==> src/rtl/scsc_pkg.sv <==
// ----------------------------------------------------------------------------
// scsc_pkg
// shared types and constants for the segment / cube slab clipper
// ----------------------------------------------------------------------------
package scsc_pkg;

    localparam int COORD_BITS = 32;
    localparam int FRAC_BITS  = 16;
    localparam int WB         = COORD_BITS + 2;   // slab bounds, never wrap
    localparam int DW         = COORD_BITS + 1;   // divisor and delta width
    localparam int TW         = FRAC_BITS + 1;    // t in Q0.FRAC_BITS incl. 1.0
    localparam int PW         = DW + TW;
    localparam int NLANE      = 6;                // entry and exit per axis

    localparam logic [TW-1:0] T_ONE  = {1'b1, {FRAC_BITS{1'b0}}};
    localparam logic [TW-1:0] T_ZERO = '0;

    typedef struct packed {
        logic signed [COORD_BITS-1:0] center_x;
        logic signed [COORD_BITS-1:0] center_y;
        logic signed [COORD_BITS-1:0] center_z;
        logic        [COORD_BITS-2:0] half_size;
        logic signed [COORD_BITS-1:0] seg_start_x;
        logic signed [COORD_BITS-1:0] seg_start_y;
        logic signed [COORD_BITS-1:0] seg_start_z;
        logic signed [COORD_BITS-1:0] seg_end_x;
        logic signed [COORD_BITS-1:0] seg_end_y;
        logic signed [COORD_BITS-1:0] seg_end_z;
    } t_in_beat;

    typedef struct packed {
        logic                         hit;
        logic signed [COORD_BITS-1:0] entry_x;
        logic signed [COORD_BITS-1:0] entry_y;
        logic signed [COORD_BITS-1:0] entry_z;
        logic signed [COORD_BITS-1:0] exit_x;
        logic signed [COORD_BITS-1:0] exit_y;
        logic signed [COORD_BITS-1:0] exit_z;
    } t_out_beat;

    // one restoring division in flight
    typedef struct packed {
        logic [DW-1:0]        den;
        logic [DW:0]          rem;
        logic [FRAC_BITS-1:0] q;
        logic                 fix;
        logic [TW-1:0]        fix_val;
    } t_lane;

    // data that rides along with the divisions
    typedef struct packed {
        logic                         rej;
        logic [2:0][COORD_BITS-1:0]   s;
        logic [2:0][DW-1:0]           dv;
    } t_side;

endpackage

==> src/rtl/scsc_setup.sv <==
// ----------------------------------------------------------------------------
// scsc_setup
// slab bounds, per-axis reject and divider operands, one register stage
// ----------------------------------------------------------------------------
module scsc_setup
    import scsc_pkg::*;
(
    input  logic                    i_clk,
    input  logic                    i_rst_n,
    input  logic                    i_en,
    input  logic                    i_vld,
    input  t_in_beat                i_beat,
    output logic                    o_vld,
    output t_lane [NLANE-1:0]       o_lane,
    output t_side                   o_side
);

    logic              r_vld;
    t_lane [NLANE-1:0] r_lane, n_lane;
    t_side             r_side, n_side;

    logic [2:0][COORD_BITS-1:0] c_raw, s_raw, e_raw;
    logic signed [WB-1:0]       c, s, e, r, hi, lo;
    logic signed [WB-1:0]       num_st, num_et, den;
    logic                       use_st, use_et, asc;
    logic [WB-1:0]              tmp;

    function automatic logic signed [WB-1:0] sx(input logic [COORD_BITS-1:0] v);
        sx = {{(WB-COORD_BITS){v[COORD_BITS-1]}}, v};
    endfunction

    function automatic t_lane lane_init(input logic u, input logic signed [WB-1:0] num,
                                        input logic signed [WB-1:0] dn,
                                        input logic [TW-1:0] dflt);
        t_lane l;
        l.den     = dn[DW-1:0];
        l.rem     = num[DW:0];
        l.q       = '0;
        l.fix     = 1'b0;
        l.fix_val = dflt;
        if (!u) begin
            l.fix = 1'b1;
        end else if (l.den == '0) begin
            l.fix     = 1'b1;
            l.fix_val = T_ZERO;
        end else if (l.rem >= {1'b0, l.den}) begin
            l.fix     = 1'b1;
            l.fix_val = T_ONE;
        end
        lane_init = l;
    endfunction

    always_comb begin
        c_raw = {i_beat.center_z, i_beat.center_y, i_beat.center_x};
        s_raw = {i_beat.seg_start_z, i_beat.seg_start_y, i_beat.seg_start_x};
        e_raw = {i_beat.seg_end_z, i_beat.seg_end_y, i_beat.seg_end_x};
        r     = $signed({{(WB-COORD_BITS+1){1'b0}}, i_beat.half_size});
        n_side.rej = 1'b0;
        n_lane     = '0;
        c = '0; s = '0; e = '0; hi = '0; lo = '0;
        num_st = '0; num_et = '0; den = '0; use_st = 1'b0; use_et = 1'b0;
        asc = 1'b0; tmp = '0;
        for (int a = 0; a < 3; a++) begin
            c   = sx(c_raw[a]);
            s   = sx(s_raw[a]);
            e   = sx(e_raw[a]);
            hi  = c + r;
            lo  = c - r;
            asc = s < e;
            if (asc) begin
                den    = e - s;
                if (s > hi || e < lo) n_side.rej = 1'b1;
                num_st = lo - s;
                use_st = lo > s;
                num_et = hi - s;
                use_et = e > hi;
            end else begin
                den    = s - e;
                if (e > hi || s < lo) n_side.rej = 1'b1;
                num_st = s - hi;
                use_st = s > hi;
                num_et = s - lo;
                use_et = e < lo;
            end
            n_lane[2*a]   = lane_init(use_st, num_st, den, T_ZERO);
            n_lane[2*a+1] = lane_init(use_et, num_et, den, T_ONE);
            n_side.s[a]   = s_raw[a];
            tmp           = e - s;
            n_side.dv[a]  = tmp[DW-1:0];
        end
    end

    always_ff @(posedge i_clk) begin
        if (!i_rst_n) begin
            r_vld <= 1'b0;
        end else if (i_en) begin
            r_vld <= i_vld;
        end
    end

    always_ff @(posedge i_clk) begin
        if (i_en) begin
            r_lane <= n_lane;
            r_side <= n_side;
        end
    end

    assign o_vld  = r_vld;
    assign o_lane = r_lane;
    assign o_side = r_side;

endmodule

==> config.mk <==
export PLATFORM = sky130hd
export DESIGN_NAME = scsc_setup
export DESIGN_NICKNAME = d
export VERILOG_FILES = /design/src/rtl/scsc_pkg.sv /design/src/rtl/scsc_setup.sv
export SDC_FILE = /design/constraint.sdc
export NUM_CORES = 2
export LEC_CHECK = 0
export BUFFER_PORTS_ARGS = -buffer_cell sky130_fd_sc_hd__buf_4
export CAP_MARGIN = 10
export CORE_AREA = 2 2 433 435
export CTS_CLUSTER_DIAMETER = 30
export DETAILED_ROUTE_END_ITERATION = 8
export DIE_AREA = 0 0 435 437
export PLACE_DENSITY_LB_ADDON = 0.12
export SETUP_SLACK_MARGIN = 0.1
export SKIP_LAST_GASP = 1
export SLEW_MARGIN = 10
export SYNTH_ARGS = -nofsm -noshare
export SYNTH_HDL_FRONTEND = slang
export SYNTH_SLANG_ARGS = --single-unit
export TNS_END_PERCENT = 100
==> constraint.sdc <==
create_clock -name i_clk -period 8.7 [get_ports i_clk]
set_clock_uncertainty 0.1 [all_clocks]
set_input_delay 0.87 -clock i_clk [delete_from_list [all_inputs] [get_ports i_clk]]
set_output_delay 0.87 -clock i_clk [all_outputs]
set_load 0.02 [all_outputs]
==> results.md <==
- Design Area, Final: roughly 0.083 mm^2
- Critical Path Max Stage Delay: 620 ps
- Slowest stage cell on the critical path: a221oi_1
- Average wire per cell in the routed design: 27.1 um
- Worst Setup Path Type: primary input to register
- Sequential fraction of the synthesis area: 21.9%
- Area of the multi-input gates: around 0.05 mm^2
- Via density: 5.64
- Final Hold Viols: 0
- Power per Cell Area: 257 mW/mm^2
- Most frequent cells in the layout: 1,115 x buf_4, 1,071 x ha_1, 802 x a21oi_1
- Met2 wire length: 157 mm
- Die W: 435 um
- Worst Tran Pin Value: 1270 ps
- Syn-to-layout area delta: 19.6%
- Vias in the first global route: approximately 64k
- Gpl congestion: 0.990
- Outcome: finished, final reports clean
- Slew Viols, Final: 0
- NumNets Final: around 11k
- Mapped Area: around 0.07 mm^2
- Hold crit path type: primary input to register
- H-tree depth: 4
- Final Total Pwr: 21,400 uW
- Initial antenna violation count: 82
- Synth Instances: 8,492
- Max_slew headroom: 14.6%
- Worst setup SP type: primary input
- Max cap viols: 0
- CORE AREA: 0.185 mm^2
- Commonest non-fill, non-tap cell in the layout: buf_4
- DP Area: 0.0784 mm^2
- Syn Area/Cell: 8.20 um^2
- Post-synth ARST share: 0%
- Ys Warns: 0
- Max layer used: met5
- Fillers: 18.7k
- Pleak: 0.0388 uW
- EDFF count, synth: 508
- Sequential standard cell area: 0.0153 mm^2
- Row count: around 160
- Crit Path Max Fanout: 11
- DR WL met3: 18.0 mm
- Period minus WS final: 8270 ps
- Max Freq: 0.121 GHz
- Starting DRT DRC Count: ~5.7k
- Clock latency on the worst-skew pair: approximately 760 ps
- Final TNS setup: 0 ps
- Ys flop type: edfxtp_1
- CTS tree: built
- # resized after CTS: 0
- First-pass GRT wire length: around 460 mm
- Inst Count DP: approximately 12k
- Post-CTS setup buffers: 0
- Worst Setup End Kind: register
- Period utilization: 95.0%
- Largest net degree at the start of global routing: 144
- Worst vdd ir: 0.180 mV
- Global Route Usage Sum: between 30% and 40%
- Clock transition at path regs: ~40 ps
- Dpl hpwl: 278 mm
- # setup viols final: 0
- Sink Count: 509
- CTS root buffer: clkbuf_16
- RSZ-0062 raised after global routing: no
- CP most frequent cell: o21ai_0
- Share of cells above drive strength 1: 15.8%
- CTS buffer count: 142
- IO Port Bufs: 933
- Distinct cells, synth: roughly 120
- Critical path required time: 9100 ps
- Critical path arrival: 8670 ps
- Non-filler cells, final: 11.9k
- Flops & latches, synth: about 510
- # IOs: 1,126
- Chip height: approximately 440 um
- Die area: about 0.19 mm^2
- Initial Utilization: between 30% and 40%
- Post-CTS Hold Buffers: 0
- Overflow after GRT: 0
- Post-route ant nets: 0
- Wire length on met1: between 100 and 150 mm
- Clock buffer depth: 3
- DRT Pass-1 Iters: 6
- # DRC: 0
- Vias post-DR: 67.3k
- Final WL: 324 mm
logic make-up (layout without fill, tap and decap cells):
kind of cell    after synthesis  after routing  share of synthesized area (%)
simple gates               2129           2129                           14.9
compound gates             2582           2582                           24.1
other cells                   1            238                        0.00538
xor+xnor                    672            672                           8.47
mux                          75             75                           1.09
flops                       509            509                           21.9
buf+inv                    1416           2148                           9.32
fa+ha+maj                  1108           1108                           20.1
power by group:
part	internal [uW]	leakage, uW	switching, uW
sequential	3500	0.00498	250
clock	3510	0.00225	1690
combinational	4600	0.0316	7830
worst paths after layout:
kind | from | to | slack [ps] | cells past startpoint
worst max-delay path | i_beat[196] | o_lane[17] | 430 | 29
worst min register to register | o_vld | o_vld | 420 | 2
worst min-delay path | i_rst_n | o_vld | 230 | 2
worst max register to register | o_vld | o_vld | 8020 | 2
synthesized netlist by cell type, types with 23 or more instances:
cell	count	share of area [%]
nor2_1	589	3.2
a221oi_1	31	0.39
nand2_1	525	2.8
nand3_1	153	1.1
nor2b_1	126	1.1
xnor2_1	473	5.9
o211ai_1	54	0.58
o31ai_1	69	0.74
or3_1	48	0.43
a21o_1	352	3.8
ha_1	1071	19
edfxtp_1	508	22
and3_1	64	0.57
o21ai_1	32	0.23
o21ai_0	440	3.2
mux2i_1	67	0.96
a211o_1	23	0.29
nor4_1	39	0.35
nand2b_1	114	1.0
buf_4	298	3.2
xor2_1	198	2.5
nor3_1	137	0.98
o31a_1	30	0.38
nand4_1	145	1.3
buf_2	39	0.28
a31oi_1	86	0.77
and2_1	58	0.52
o21a_1	126	1.4
a211oi_1	85	0.92
fa_1	24	0.69
o21bai_1	122	1.3
a21oi_1	802	5.8
or2_2	26	0.23
inv_1	755	4.1
clkbuf_1	292	1.6
per-stage QoR:
step           utilization (%)  hold slack (ps)  setup slack, ps
2_1_floorplan                -              489             1380
3_3_place_gp              42.4              411             85.4
3_5_place_dp              42.4              412             13.8
4_1_cts                   45.0              176              829
5_1_grt                   45.0              196              147
6_report                  45.0              229              434
routing by layer:
metal | track usage, % | vias up
met2 | 55.5 | 2645
li1 | - | 31778
met1 | 39.0 | 32286
met3 | 4.84 | 577
met5 | 0 | -
met4 | 18.8 | 6
sequential cells by signal, indices dropped and copies added (netlist names):
name	flops
o_lane	312
o_side	196
o_vld	1
layout make-up:
type                    instances  area share, %
well taps                    2480           3.72
diodes                         46          0.138
flip-flops and latches        509           18.3
multi-input cells            6758           58.4
repair buffers               1123           10.2
inverters                     765           3.45
clock buffers                 166           4.47
clock inverters                94           1.27
critical path: cells and delay by family:
family	cells	cell delay, ps
and+or+nand+nor	6	660
adders and majority gates	3	1320
buffers and inverters	3	500
xor gates and xnor gates	2	640
AOI/OAI and AO/OA	15	4660
No activity file was read; power rests on OpenSTA's default activity.
